===== config.mk =====
export PLATFORM = sky130hd
export DESIGN_NAME = diff_drive_dual_pid_core
export DESIGN_NICKNAME = d
export VERILOG_FILES = /design/src/design/ddpid_pkg.sv /design/src/design/diff_drive_dual_pid_core.sv /design/src/design/ddpid_mul.sv /design/src/design/ddpid_div.sv
export SDC_FILE = /design/constraint.sdc
export NUM_CORES = 2
export LEC_CHECK = 0
export CORE_MARGIN = 1.5
export CORE_UTILIZATION = 50
export DETAILED_ROUTE_END_ITERATION = 8
export DONT_BUFFER_PORTS = 1
export GPL_ROUTABILITY_DRIVEN = 1
export PLACE_DENSITY = 0.73
export SYNTH_ARGS = -nofsm -noshare
export SYNTH_HDL_FRONTEND = slang
export SYNTH_SLANG_ARGS = --single-unit

===== constraint.sdc =====
create_clock -name i_clk -period 16.08 [get_ports i_clk]
set_input_delay 2.412 -clock i_clk [delete_from_list [all_inputs] [get_ports i_clk]]
set_output_delay 2.412 -clock i_clk [all_outputs]
set_load 0.03 [all_outputs]

===== src/design/ddpid_pkg.sv =====
// shared widths, register indexes, status type and saturation helpers for the dual pid core
package ddpid_pkg;

    localparam int DATA_W    = 32;
    localparam int GAIN_W    = 24;
    localparam int IDX_W     = 4;
    localparam int TOT_W     = 40;
    localparam int FRAC_BITS = 16;
    localparam int YAW_SCALE = 20;

    localparam int YAW_W    = DATA_W + $clog2(YAW_SCALE) + 1;
    localparam int DIFF_W   = DATA_W + 1;
    localparam int MC_W     = TOT_W;
    localparam int PROD_W   = MC_W + GAIN_W;
    localparam int ACC_W    = PROD_W - FRAC_BITS + 2;
    localparam int SAT_IN_W = PROD_W + 2;
    localparam int TURN_W   = DATA_W + GAIN_W;
    localparam int BASE_W   = DATA_W + FRAC_BITS + 1;
    localparam int NUM_W    = ((BASE_W > TURN_W) ? BASE_W : TURN_W) + 1;
    localparam int DVS_W    = GAIN_W + 1;
    localparam int QUO_W    = DATA_W - 1;
    localparam int REM_W    = DVS_W + QUO_W;

    localparam logic signed [DATA_W-1:0] S_MAX = {1'b0, {(DATA_W-1){1'b1}}};
    localparam logic signed [DATA_W-1:0] S_MIN = {1'b1, {(DATA_W-1){1'b0}}};
    localparam logic signed [TOT_W-1:0]  T_MAX = {1'b0, {(TOT_W-1){1'b1}}};
    localparam logic signed [TOT_W-1:0]  T_MIN = {1'b1, {(TOT_W-1){1'b0}}};

    // configuration register indexes
    localparam logic [IDX_W-1:0] REG_LIN_KP = IDX_W'(0);
    localparam logic [IDX_W-1:0] REG_LIN_KI = IDX_W'(1);
    localparam logic [IDX_W-1:0] REG_LIN_KD = IDX_W'(2);
    localparam logic [IDX_W-1:0] REG_ANG_KP = IDX_W'(3);
    localparam logic [IDX_W-1:0] REG_ANG_KI = IDX_W'(4);
    localparam logic [IDX_W-1:0] REG_ANG_KD = IDX_W'(5);
    localparam logic [IDX_W-1:0] REG_SEP    = IDX_W'(6);
    localparam logic [IDX_W-1:0] REG_RADIUS = IDX_W'(7);

    typedef struct packed {
        logic busy;
        logic done;
    } t_unit_stat;

    function automatic logic signed [DATA_W-1:0] sat32(input logic signed [SAT_IN_W-1:0] v);
        if (v[SAT_IN_W-1:DATA_W-1] == '0 || v[SAT_IN_W-1:DATA_W-1] == '1) begin
            return v[DATA_W-1:0];
        end else if (v[SAT_IN_W-1]) begin
            return S_MIN;
        end else begin
            return S_MAX;
        end
    endfunction

    function automatic logic signed [TOT_W-1:0] sat_tot(input logic signed [SAT_IN_W-1:0] v);
        if (v[SAT_IN_W-1:TOT_W-1] == '0 || v[SAT_IN_W-1:TOT_W-1] == '1) begin
            return v[TOT_W-1:0];
        end else if (v[SAT_IN_W-1]) begin
            return T_MIN;
        end else begin
            return T_MAX;
        end
    endfunction

endpackage


===== src/design/diff_drive_dual_pid_core.sv =====
// differential-drive velocity controller: two pid loops and inverse kinematics, serial datapath
//
//   channel  direction  handshake                 payload
//   in       sink       i_in_valid / o_in_ready   five wheel, yaw and target fields
//   out      source     o_out_valid / i_out_ready left and right setpoints
//   cfg      sink       i_cfg_valid / o_cfg_ready register index and 24-bit data
//
// from an accepted beat to a valid result the core makes eight passes through the
// bit-serial multiplier and two divisions, each division cut short when the quotient
// saturates or the numerator is zero; the multiplier works through the 24-bit gain and the
// divider through 31 quotient bits. one item is in flight at a time; a new beat is
// taken while the previous result waits on the output. reset restores the register defaults
// and clears the loop errors and error sums; cfg writes are taken every cycle.
module diff_drive_dual_pid_core import ddpid_pkg::*; (
    input  logic                     i_clk,
    input  logic                     i_rst_n,
    input  logic                     i_in_valid,
    output logic                     o_in_ready,
    input  logic signed [DATA_W-1:0] i_left_wheel_vel,
    input  logic signed [DATA_W-1:0] i_right_wheel_vel,
    input  logic signed [DATA_W-1:0] i_raw_yaw_rate,
    input  logic signed [DATA_W-1:0] i_target_lin_vel,
    input  logic signed [DATA_W-1:0] i_target_ang_vel,
    output logic                     o_out_valid,
    input  logic                     i_out_ready,
    output logic signed [DATA_W-1:0] o_left_setpoint,
    output logic signed [DATA_W-1:0] o_right_setpoint,
    input  logic                     i_cfg_valid,
    output logic                     o_cfg_ready,
    input  logic [IDX_W-1:0]         i_cfg_index,
    input  logic [GAIN_W-1:0]        i_cfg_data
);

    localparam logic [2:0] ST_IDLE  = 3'd0;
    localparam logic [2:0] ST_PREP  = 3'd1;
    localparam logic [2:0] ST_ISSUE = 3'd2;
    localparam logic [2:0] ST_MUL   = 3'd3;
    localparam logic [2:0] ST_DSET  = 3'd4;
    localparam logic [2:0] ST_DWAIT = 3'd5;
    localparam logic [2:0] ST_DONE  = 3'd6;

    localparam int OP_W = 3;
    localparam logic [OP_W-1:0] OP_XVEL  = 3'd0;
    localparam logic [OP_W-1:0] OP_LIN_P = 3'd1;
    localparam logic [OP_W-1:0] OP_LIN_I = 3'd2;
    localparam logic [OP_W-1:0] OP_LIN_D = 3'd3;
    localparam logic [OP_W-1:0] OP_ANG_P = 3'd4;
    localparam logic [OP_W-1:0] OP_ANG_I = 3'd5;
    localparam logic [OP_W-1:0] OP_ANG_D = 3'd6;
    localparam logic [OP_W-1:0] OP_TURN  = 3'd7;

    // control
    logic [2:0]               r_state, n_state;
    logic [OP_W-1:0]          r_op, n_op;
    logic                     r_side, n_side;
    logic                     r_out_valid, n_out_valid;

    // configuration
    logic [GAIN_W-1:0]        r_lin_kp, n_lin_kp;
    logic [GAIN_W-1:0]        r_lin_ki, n_lin_ki;
    logic [GAIN_W-1:0]        r_lin_kd, n_lin_kd;
    logic [GAIN_W-1:0]        r_ang_kp, n_ang_kp;
    logic [GAIN_W-1:0]        r_ang_ki, n_ang_ki;
    logic [GAIN_W-1:0]        r_ang_kd, n_ang_kd;
    logic [GAIN_W-1:0]        r_sep, n_sep;
    logic [GAIN_W-1:0]        r_radius, n_radius;

    // loop state
    logic signed [DATA_W-1:0] r_last_lin, n_last_lin;
    logic signed [DATA_W-1:0] r_last_ang, n_last_ang;
    logic signed [TOT_W-1:0]  r_lin_tot, n_lin_tot;
    logic signed [TOT_W-1:0]  r_ang_tot, n_ang_tot;

    // payload
    logic signed [DATA_W-1:0] r_wl, n_wl;
    logic signed [DATA_W-1:0] r_wr, n_wr;
    logic signed [DATA_W-1:0] r_yaw, n_yaw;
    logic signed [DATA_W-1:0] r_tlin, n_tlin;
    logic signed [DATA_W-1:0] r_tang, n_tang;
    logic signed [DIFF_W-1:0] r_wsum, n_wsum;
    logic signed [DATA_W-1:0] r_elin, n_elin;
    logic signed [DATA_W-1:0] r_eang, n_eang;
    logic signed [DIFF_W-1:0] r_diff, n_diff;
    logic signed [ACC_W-1:0]  r_acc, n_acc;
    logic signed [DATA_W-1:0] r_clin, n_clin;
    logic signed [TURN_W-1:0] r_turn, n_turn;
    logic signed [DATA_W-1:0] r_left_q, n_left_q;
    logic signed [DATA_W-1:0] r_right_q, n_right_q;
    logic signed [DATA_W-1:0] r_left_sp, n_left_sp;
    logic signed [DATA_W-1:0] r_right_sp, n_right_sp;

    // datapath
    logic                       w_mul_start;
    logic                       w_div_start;
    t_unit_stat                 w_mul_stat;
    t_unit_stat                 w_div_stat;
    logic signed [MC_W-1:0]     w_mcand;
    logic [GAIN_W-1:0]          w_mplier;
    logic signed [PROD_W-1:0]   w_prod;
    logic signed [DATA_W-1:0]   w_quo;
    logic signed [YAW_W-1:0]    w_theta_full;
    logic signed [DATA_W-1:0]   w_theta;
    logic signed [DATA_W-1:0]   w_xvel;
    logic signed [ACC_W-1:0]    w_term;
    logic signed [DATA_W-1:0]   w_acc_sat;
    logic signed [NUM_W-1:0]    w_base;
    logic signed [NUM_W-1:0]    w_num;

    assign w_theta_full = YAW_W'(r_yaw) * YAW_W'(YAW_SCALE);
    assign w_theta      = sat32(SAT_IN_W'(w_theta_full));
    assign w_xvel       = sat32(SAT_IN_W'(w_prod >>> (FRAC_BITS + 1)));
    assign w_term       = ACC_W'(w_prod >>> FRAC_BITS);
    assign w_acc_sat    = sat32(SAT_IN_W'(r_acc));
    assign w_base       = NUM_W'(r_clin) <<< (FRAC_BITS + 1);
    assign w_num        = r_side ? (w_base + NUM_W'(r_turn)) : (w_base - NUM_W'(r_turn));

    assign w_mul_start = (r_state == ST_ISSUE);
    assign w_div_start = (r_state == ST_DSET);

    always_comb begin
        case (r_op)
            OP_XVEL:  w_mcand = MC_W'(r_wsum);
            OP_LIN_P: w_mcand = MC_W'(r_elin);
            OP_LIN_I: w_mcand = MC_W'(r_lin_tot);
            OP_LIN_D: w_mcand = MC_W'(r_diff);
            OP_ANG_P: w_mcand = MC_W'(r_eang);
            OP_ANG_I: w_mcand = MC_W'(r_ang_tot);
            OP_ANG_D: w_mcand = MC_W'(r_diff);
            OP_TURN:  w_mcand = MC_W'(w_acc_sat);
            default:  w_mcand = '0;
        endcase
        case (r_op)
            OP_XVEL:  w_mplier = r_radius;
            OP_LIN_P: w_mplier = r_lin_kp;
            OP_LIN_I: w_mplier = r_lin_ki;
            OP_LIN_D: w_mplier = r_lin_kd;
            OP_ANG_P: w_mplier = r_ang_kp;
            OP_ANG_I: w_mplier = r_ang_ki;
            OP_ANG_D: w_mplier = r_ang_kd;
            OP_TURN:  w_mplier = r_sep;
            default:  w_mplier = '0;
        endcase
    end

    always_comb begin
        n_state     = r_state;
        n_op        = r_op;
        n_side      = r_side;
        n_out_valid = r_out_valid;
        n_lin_kp    = r_lin_kp;
        n_lin_ki    = r_lin_ki;
        n_lin_kd    = r_lin_kd;
        n_ang_kp    = r_ang_kp;
        n_ang_ki    = r_ang_ki;
        n_ang_kd    = r_ang_kd;
        n_sep       = r_sep;
        n_radius    = r_radius;
        n_last_lin  = r_last_lin;
        n_last_ang  = r_last_ang;
        n_lin_tot   = r_lin_tot;
        n_ang_tot   = r_ang_tot;
        n_wl        = r_wl;
        n_wr        = r_wr;
        n_yaw       = r_yaw;
        n_tlin      = r_tlin;
        n_tang      = r_tang;
        n_wsum      = r_wsum;
        n_elin      = r_elin;
        n_eang      = r_eang;
        n_diff      = r_diff;
        n_acc       = r_acc;
        n_clin      = r_clin;
        n_turn      = r_turn;
        n_left_q    = r_left_q;
        n_right_q   = r_right_q;
        n_left_sp   = r_left_sp;
        n_right_sp  = r_right_sp;

        if (i_cfg_valid) begin
            case (i_cfg_index)
                REG_LIN_KP: n_lin_kp = i_cfg_data;
                REG_LIN_KI: n_lin_ki = i_cfg_data;
                REG_LIN_KD: n_lin_kd = i_cfg_data;
                REG_ANG_KP: n_ang_kp = i_cfg_data;
                REG_ANG_KI: n_ang_ki = i_cfg_data;
                REG_ANG_KD: n_ang_kd = i_cfg_data;
                REG_SEP:    n_sep    = i_cfg_data;
                REG_RADIUS: n_radius = i_cfg_data;
                default: ;
            endcase
        end

        if (r_out_valid && i_out_ready) begin
            n_out_valid = 1'b0;
        end

        case (r_state)
            ST_IDLE: begin
                if (i_in_valid) begin
                    n_wl    = i_left_wheel_vel;
                    n_wr    = i_right_wheel_vel;
                    n_yaw   = i_raw_yaw_rate;
                    n_tlin  = i_target_lin_vel;
                    n_tang  = i_target_ang_vel;
                    n_state = ST_PREP;
                end
            end
            ST_PREP: begin
                n_wsum  = DIFF_W'(r_wl) + DIFF_W'(r_wr);
                n_eang  = sat32(SAT_IN_W'(r_tang) - SAT_IN_W'(w_theta));
                n_op    = OP_XVEL;
                n_state = ST_ISSUE;
            end
            ST_ISSUE: begin
                // loop state moves as the proportional product of each loop starts
                case (r_op)
                    OP_LIN_P: begin
                        n_lin_tot  = sat_tot(SAT_IN_W'(r_lin_tot) + SAT_IN_W'(r_elin));
                        n_diff     = DIFF_W'(r_elin) - DIFF_W'(r_last_lin);
                        n_last_lin = r_elin;
                    end
                    OP_ANG_P: begin
                        n_clin     = w_acc_sat;
                        n_ang_tot  = sat_tot(SAT_IN_W'(r_ang_tot) + SAT_IN_W'(r_eang));
                        n_diff     = DIFF_W'(r_eang) - DIFF_W'(r_last_ang);
                        n_last_ang = r_eang;
                    end
                    default: ;
                endcase
                n_state = ST_MUL;
            end
            ST_MUL: begin
                if (w_mul_stat.done) begin
                    case (r_op)
                        OP_XVEL:  n_elin = sat32(SAT_IN_W'(r_tlin) - SAT_IN_W'(w_xvel));
                        OP_LIN_P: n_acc  = w_term;
                        OP_ANG_P: n_acc  = w_term;
                        OP_TURN:  n_turn = TURN_W'(w_prod);
                        default:  n_acc  = r_acc + w_term;
                    endcase
                    if (r_op == OP_TURN) begin
                        n_side  = 1'b0;
                        n_state = ST_DSET;
                    end else begin
                        n_op    = r_op + OP_W'(1);
                        n_state = ST_ISSUE;
                    end
                end
            end
            ST_DSET: begin
                n_state = ST_DWAIT;
            end
            ST_DWAIT: begin
                if (w_div_stat.done) begin
                    if (!r_side) begin
                        n_left_q = w_quo;
                        n_side   = 1'b1;
                        n_state  = ST_DSET;
                    end else begin
                        n_right_q = w_quo;
                        n_state   = ST_DONE;
                    end
                end
            end
            ST_DONE: begin
                if (!r_out_valid || i_out_ready) begin
                    n_left_sp   = r_left_q;
                    n_right_sp  = r_right_q;
                    n_out_valid = 1'b1;
                    n_state     = ST_IDLE;
                end
            end
            default: begin
                n_state = ST_IDLE;
            end
        endcase
    end

    always_ff @(posedge i_clk) begin
        if (!i_rst_n) begin
            r_state     <= ST_IDLE;
            r_op        <= OP_XVEL;
            r_side      <= 1'b0;
            r_out_valid <= 1'b0;
            r_lin_kp    <= GAIN_W'(65536);
            r_lin_ki    <= GAIN_W'(6554);
            r_lin_kd    <= GAIN_W'(13107);
            r_ang_kp    <= GAIN_W'(65536);
            r_ang_ki    <= GAIN_W'(6554);
            r_ang_kd    <= GAIN_W'(13107);
            r_sep       <= GAIN_W'(45875);
            r_radius    <= GAIN_W'(26870);
            r_last_lin  <= '0;
            r_last_ang  <= '0;
            r_lin_tot   <= '0;
            r_ang_tot   <= '0;
        end else begin
            r_state     <= n_state;
            r_op        <= n_op;
            r_side      <= n_side;
            r_out_valid <= n_out_valid;
            r_lin_kp    <= n_lin_kp;
            r_lin_ki    <= n_lin_ki;
            r_lin_kd    <= n_lin_kd;
            r_ang_kp    <= n_ang_kp;
            r_ang_ki    <= n_ang_ki;
            r_ang_kd    <= n_ang_kd;
            r_sep       <= n_sep;
            r_radius    <= n_radius;
            r_last_lin  <= n_last_lin;
            r_last_ang  <= n_last_ang;
            r_lin_tot   <= n_lin_tot;
            r_ang_tot   <= n_ang_tot;
        end
    end

    always_ff @(posedge i_clk) begin
        r_wl       <= n_wl;
        r_wr       <= n_wr;
        r_yaw      <= n_yaw;
        r_tlin     <= n_tlin;
        r_tang     <= n_tang;
        r_wsum     <= n_wsum;
        r_elin     <= n_elin;
        r_eang     <= n_eang;
        r_diff     <= n_diff;
        r_acc      <= n_acc;
        r_clin     <= n_clin;
        r_turn     <= n_turn;
        r_left_q   <= n_left_q;
        r_right_q  <= n_right_q;
        r_left_sp  <= n_left_sp;
        r_right_sp <= n_right_sp;
    end

    ddpid_mul u_mul (
        .i_clk    (i_clk),
        .i_rst_n  (i_rst_n),
        .i_start  (w_mul_start),
        .i_mcand  (w_mcand),
        .i_mplier (w_mplier),
        .o_stat   (w_mul_stat),
        .o_prod   (w_prod)
    );

    ddpid_div u_div (
        .i_clk    (i_clk),
        .i_rst_n  (i_rst_n),
        .i_start  (w_div_start),
        .i_num    (w_num),
        .i_radius (r_radius),
        .o_stat   (w_div_stat),
        .o_quo    (w_quo)
    );

    assign o_in_ready       = (r_state == ST_IDLE);
    assign o_out_valid      = r_out_valid;
    assign o_left_setpoint  = r_left_sp;
    assign o_right_setpoint = r_right_sp;
    assign o_cfg_ready      = 1'b1;

`ifndef SYNTHESIS
    a_mul_start_idle: assert property (@(posedge i_clk) disable iff (!i_rst_n)
        w_mul_start |-> !w_mul_stat.busy)
        else $error("multiplier started while busy");

    a_div_start_idle: assert property (@(posedge i_clk) disable iff (!i_rst_n)
        w_div_start |-> !w_div_stat.busy)
        else $error("divider started while busy");

    a_ready_units_idle: assert property (@(posedge i_clk) disable iff (!i_rst_n)
        o_in_ready |-> (!w_mul_stat.busy && !w_div_stat.busy))
        else $error("input ready while a serial unit is still working");

    a_accept_to_prep: assert property (@(posedge i_clk) disable iff (!i_rst_n)
        (i_in_valid && o_in_ready) |=> (r_state == ST_PREP))
        else $error("accepted beat did not start the sequence");
`endif

endmodule


===== src/design/ddpid_mul.sv =====
// bit-serial shift-add multiplier: signed operand times unsigned gain, one gain bit per cycle
module ddpid_mul import ddpid_pkg::*; (
    input  logic                     i_clk,
    input  logic                     i_rst_n,
    input  logic                     i_start,
    input  logic signed [MC_W-1:0]   i_mcand,
    input  logic [GAIN_W-1:0]        i_mplier,
    output t_unit_stat               o_stat,
    output logic signed [PROD_W-1:0] o_prod
);

    localparam int CNT_W = $clog2(GAIN_W);

    logic                     r_busy, n_busy;
    logic                     r_done, n_done;
    logic [CNT_W-1:0]         r_cnt, n_cnt;
    logic signed [PROD_W-1:0] r_mc, n_mc;
    logic [GAIN_W-1:0]        r_mp, n_mp;
    logic signed [PROD_W-1:0] r_prod, n_prod;

    always_comb begin
        n_busy = r_busy;
        n_done = 1'b0;
        n_cnt  = r_cnt;
        n_mc   = r_mc;
        n_mp   = r_mp;
        n_prod = r_prod;
        if (i_start) begin
            n_busy = 1'b1;
            n_cnt  = '0;
            n_mc   = PROD_W'(i_mcand);
            n_mp   = i_mplier;
            n_prod = '0;
        end else if (r_busy) begin
            if (r_mp[0]) begin
                n_prod = r_prod + r_mc;
            end
            n_mc  = r_mc <<< 1;
            n_mp  = r_mp >> 1;
            n_cnt = r_cnt + CNT_W'(1);
            if (r_cnt == CNT_W'(GAIN_W - 1)) begin
                n_busy = 1'b0;
                n_done = 1'b1;
            end
        end
    end

    always_ff @(posedge i_clk) begin
        if (!i_rst_n) begin
            r_busy <= 1'b0;
            r_done <= 1'b0;
        end else begin
            r_busy <= n_busy;
            r_done <= n_done;
        end
    end

    always_ff @(posedge i_clk) begin
        r_cnt  <= n_cnt;
        r_mc   <= n_mc;
        r_mp   <= n_mp;
        r_prod <= n_prod;
    end

    assign o_stat.busy = r_busy;
    assign o_stat.done = r_done;
    assign o_prod      = r_prod;

endmodule


===== src/design/ddpid_div.sv =====
// restoring divider for the wheel setpoints: one quotient bit per cycle, saturating to 32 bits
module ddpid_div import ddpid_pkg::*; (
    input  logic                     i_clk,
    input  logic                     i_rst_n,
    input  logic                     i_start,
    input  logic signed [NUM_W-1:0]  i_num,
    input  logic [GAIN_W-1:0]        i_radius,
    output t_unit_stat               o_stat,
    output logic signed [DATA_W-1:0] o_quo
);

    localparam int CNT_W = $clog2(QUO_W);

    localparam logic [1:0] DV_IDLE  = 2'd0;
    localparam logic [1:0] DV_CHECK = 2'd1;
    localparam logic [1:0] DV_ITER  = 2'd2;
    localparam logic [1:0] DV_FIN   = 2'd3;

    logic [1:0]               r_phase, n_phase;
    logic                     r_done, n_done;
    logic                     r_neg, n_neg;
    logic                     r_ovf, n_ovf;
    logic [NUM_W-1:0]         r_mag, n_mag;
    logic [DVS_W-1:0]         r_d, n_d;
    logic [REM_W-1:0]         r_rem, n_rem;
    logic [REM_W-1:0]         r_dvs, n_dvs;
    logic [QUO_W-1:0]         r_q, n_q;
    logic [CNT_W-1:0]         r_cnt, n_cnt;
    logic signed [DATA_W-1:0] r_quo, n_quo;

    logic [REM_W-1:0]         w_lim;
    logic                     w_ge;

    // divisor scaled to the first quotient bit past the 32-bit range
    assign w_lim = {r_d, {QUO_W{1'b0}}};
    assign w_ge  = (r_rem >= r_dvs);

    always_comb begin
        n_phase = r_phase;
        n_done  = 1'b0;
        n_neg   = r_neg;
        n_ovf   = r_ovf;
        n_mag   = r_mag;
        n_d     = r_d;
        n_rem   = r_rem;
        n_dvs   = r_dvs;
        n_q     = r_q;
        n_cnt   = r_cnt;
        n_quo   = r_quo;
        case (r_phase)
            DV_IDLE: begin
                if (i_start) begin
                    n_neg   = i_num[NUM_W-1];
                    n_mag   = i_num[NUM_W-1] ? NUM_W'(-i_num) : NUM_W'(i_num);
                    n_d     = {i_radius, 1'b0};
                    n_phase = DV_CHECK;
                end
            end
            DV_CHECK: begin
                n_q   = '0;
                n_cnt = '0;
                if (r_mag == '0) begin
                    n_ovf   = 1'b0;
                    n_phase = DV_FIN;
                end else if (r_mag >= NUM_W'(w_lim)) begin
                    // also covers a zero radius with a nonzero numerator
                    n_ovf   = 1'b1;
                    n_phase = DV_FIN;
                end else begin
                    n_ovf   = 1'b0;
                    n_rem   = r_mag[REM_W-1:0];
                    n_dvs   = w_lim >> 1;
                    n_phase = DV_ITER;
                end
            end
            DV_ITER: begin
                if (w_ge) begin
                    n_rem = r_rem - r_dvs;
                end
                n_q   = {r_q[QUO_W-2:0], w_ge};
                n_dvs = r_dvs >> 1;
                n_cnt = r_cnt + CNT_W'(1);
                if (r_cnt == CNT_W'(QUO_W - 1)) begin
                    n_phase = DV_FIN;
                end
            end
            DV_FIN: begin
                if (r_ovf) begin
                    n_quo = r_neg ? S_MIN : S_MAX;
                end else if (r_neg) begin
                    n_quo = -{1'b0, r_q};
                end else begin
                    n_quo = {1'b0, r_q};
                end
                n_done  = 1'b1;
                n_phase = DV_IDLE;
            end
            default: begin
                n_phase = DV_IDLE;
            end
        endcase
    end

    always_ff @(posedge i_clk) begin
        if (!i_rst_n) begin
            r_phase <= DV_IDLE;
            r_done  <= 1'b0;
        end else begin
            r_phase <= n_phase;
            r_done  <= n_done;
        end
    end

    always_ff @(posedge i_clk) begin
        r_neg <= n_neg;
        r_ovf <= n_ovf;
        r_mag <= n_mag;
        r_d   <= n_d;
        r_rem <= n_rem;
        r_dvs <= n_dvs;
        r_q   <= n_q;
        r_cnt <= n_cnt;
        r_quo <= n_quo;
    end

    assign o_stat.busy = (r_phase != DV_IDLE);
    assign o_stat.done = r_done;
    assign o_quo       = r_quo;

endmodule

==> metrics <==
outcome=finished clean; final wirelength=between 200 and 250 mm; CTS Buffer Depth=3; Fin. Hold Viols=0; vias=approximately 64000; Crit path max-delay family=compound AO/OA/AOI/OAI gates; drt first pass iters=9; DR DRC count=0; Yosys top cell by area=edfxtp_1; Synth Flop Type=edfxtp_1; Post-DP HPWL=163.4 mm; most frequent cells in the layout=nand2_1, a21oi_1, edfxtp_1; layout filler cell count=around 14000; Synth warnings=0; Max-Cap Viols=0; Tot GR Track Use=about 27%; Max FO, Critical Path=27; PwrDens=153.8 mW/mm²; largest net degree at the start of global routing=135; Max-slew headroom=18.53%; Vias per Instance=just over 6; Post-Synthesis Cells=between 8000 and 9000; Root Buffer=clkbuf_16; Detail Route Antenna Nets=0; antenna cells=0; Post-Synth XOR/XNOR Area=5.420%; CP arrival=between 9 and 10 ns; Initial DRC Count=6445; post_cts resized=0; die width=402.8 µm; critical path type=reg2reg; RSZ-0062 raised after global routing=false; Placed Cells=10160; clk sink count=1324; largest family of logic cells by synthesized area=compound AO/OA/AOI/OAI gates; row count=146; Hold-fix buffers, CTS=0; final slew viol count=0; first-pass GRT wire length=346.4 mm; Adder-Cell Fraction of Synth Area=approximately a tenth; I/O pin count=260; slowest cell on the critical path=a2111oi_2; initial antenna violation count=4; Worst Max-Slew Pin Slew=1.222 ns; Routed WL per cell=21.64 µm; nature of the critical path startpoint=register; Fmax achieved=0.1173 GHz; CTS H-tree depth=4; initial core utilization=approximately half; Setup Total Neg Slack=0 ns; Syn Nets=9227; Avg Cell Area, Syn=9.478 µm²; sequential share of the synthesized area=between 40% and 50%; post-route setup slack=7.555 ns; Post-synth EDFFs=around 910; Worst R2R Setup Slack=7.56 ns; Max VDD drop=0.1924 mV; GPL Wtd Cong=0.9610; worst skew pair latency=0.83 ns; fin crit share=a little over half; Nets=9030; clock-pin slew of the registers on the worst-case setup and hold paths=0.06 ns; final setup vio count=0; GR Overflow Total=0; Compound-Gate Fraction of Synth Area=20.00%; Post-CTS Repair Setup Buffers=0; input/output buffers=0; Util after Layout=between 50% and 60%; simple-gate area share of the yosys netlist=14.28%; Async SR Flop Fraction=0%; synth unique cells=115; layout cell share with drive strength beyond 1=between 6 and 7%; Place WS=roughly 7.7 ns; core area=0.1586 mm²; mapped cell area=about 0.080 mm²; Tmin final=8.525 ns; die footprint=~0.16 mm²; cts bufs inserted=148; max incr delay on CP=~0.55 ns; Non-Filler Instances=10430; Hold WC Path Type=reg2reg; top post-synthesis cells by area=edfxtp_1, dfxtp_1, ha_1; commonest non-fill, non-tap cell in the layout=nand2_1; mux share of post-synthesis cell area=under 10%; Synth Register Bits=between 1000 and 1500; total power draw=13.33 mW; worst clock skew=0.06095 ns; Buf+Inv Stages, Crit Path=3; P&R area growth vs syn=8.432%; most frequent CP cell=ha_1; CTS tree=done; Leakage Power=33.28 nW; Worst EP required=approximately 17 ns; top-area cell type share of the netlist area=between 30% and 40%; crit end category=register; vias in the first global route=60190; Die Span Y=402.8 µm
[cell usage after synthesis (64+ instances only)]
cell type / n
a21oi_1: 907
o21a_1: 107
maj3_1: 64
a21o_1: 350
nand3_1: 174
dfxtp_1: 418
inv_1: 367
nand2_1: 1100
o21ai_0: 583
a31oi_1: 94
nand4_1: 115
ha_1: 588
xor2_1: 173
clkbuf_1: 365
mux2_2: 99
edfxtp_1: 906
nor2_1: 440
nand2b_1: 101
nor3_1: 110
xnor2_1: 318
nor2b_1: 93
o21bai_1: 73
[logic make-up after synthesis]
kind of cell	Yosys count
buffers and inverters	795
flip-flops	1324
AO/OA/AOI/OAI	2584
XOR/XNOR	493
multiplexers	120
adder cells (fa/ha/maj)	664
AND/OR/NAND/NOR	2453
other	1
[routing by layer]
layer	global-route usage, %	vias to the layer above	share of wire, %
met3	4.826	475	8.2
met5	0	-	0.015
li1	-	30390	-
met4	11.80	6	4.5
met1	36.43	30380	43
met2	42.69	2664	45
[area by class of cell]
cell class	count	area (µm²)	share of cell area, %
timing repair buffer	80	600.6	0.6929
clock buffer	189	4000	4.615
inverter	368	1389	1.602
tap	2072	2592	2.991
multi-input combinational	6315	41520	47.91
sequential	1324	35580	41.04
clock inverter	82	994.7	1.148
[flip-flops by register name (all words and copies together) (netlist names), 33 cells and up]
signal,flops
u_div.r_mag,57
r_turn,56
u_mul.o_prod,64
r_lin_tot,40
r_diff,33
r_ang_tot,40
r_wsum,33
u_mul.r_mc,64
u_div.r_rem,56
r_acc,50
u_div.r_dvs,55
[through the flow]
stage,hold slack [ns],instance area (µm²)
global placement,0.4033,81680
CTS,0.4184,86680
floorplan,0.4003,79940
global route,0.4214,86680
finish,0.4162,86680
detailed placement,0.4045,81680
[path summary, 6_finish.rpt]
path / cells past startpoint / startpoint / to
max: 30 / r_yaw[3] / r_eang[6]
min: 0 / r_left_q[2] / o_left_setpoint[2]
max reg2reg: 30 / r_yaw[3] / r_eang[6]
min reg2reg: 0 / r_left_q[2] / o_left_setpoint[2]
[report_power, final]
part | switching (mW) | internal, mW
logic | 2.96 | 2.00
clock network | 1.48 | 1.98
registers | 0.479 | 4.43
total | 4.92 | 8.41
Power figures use the tool's default switching activity.
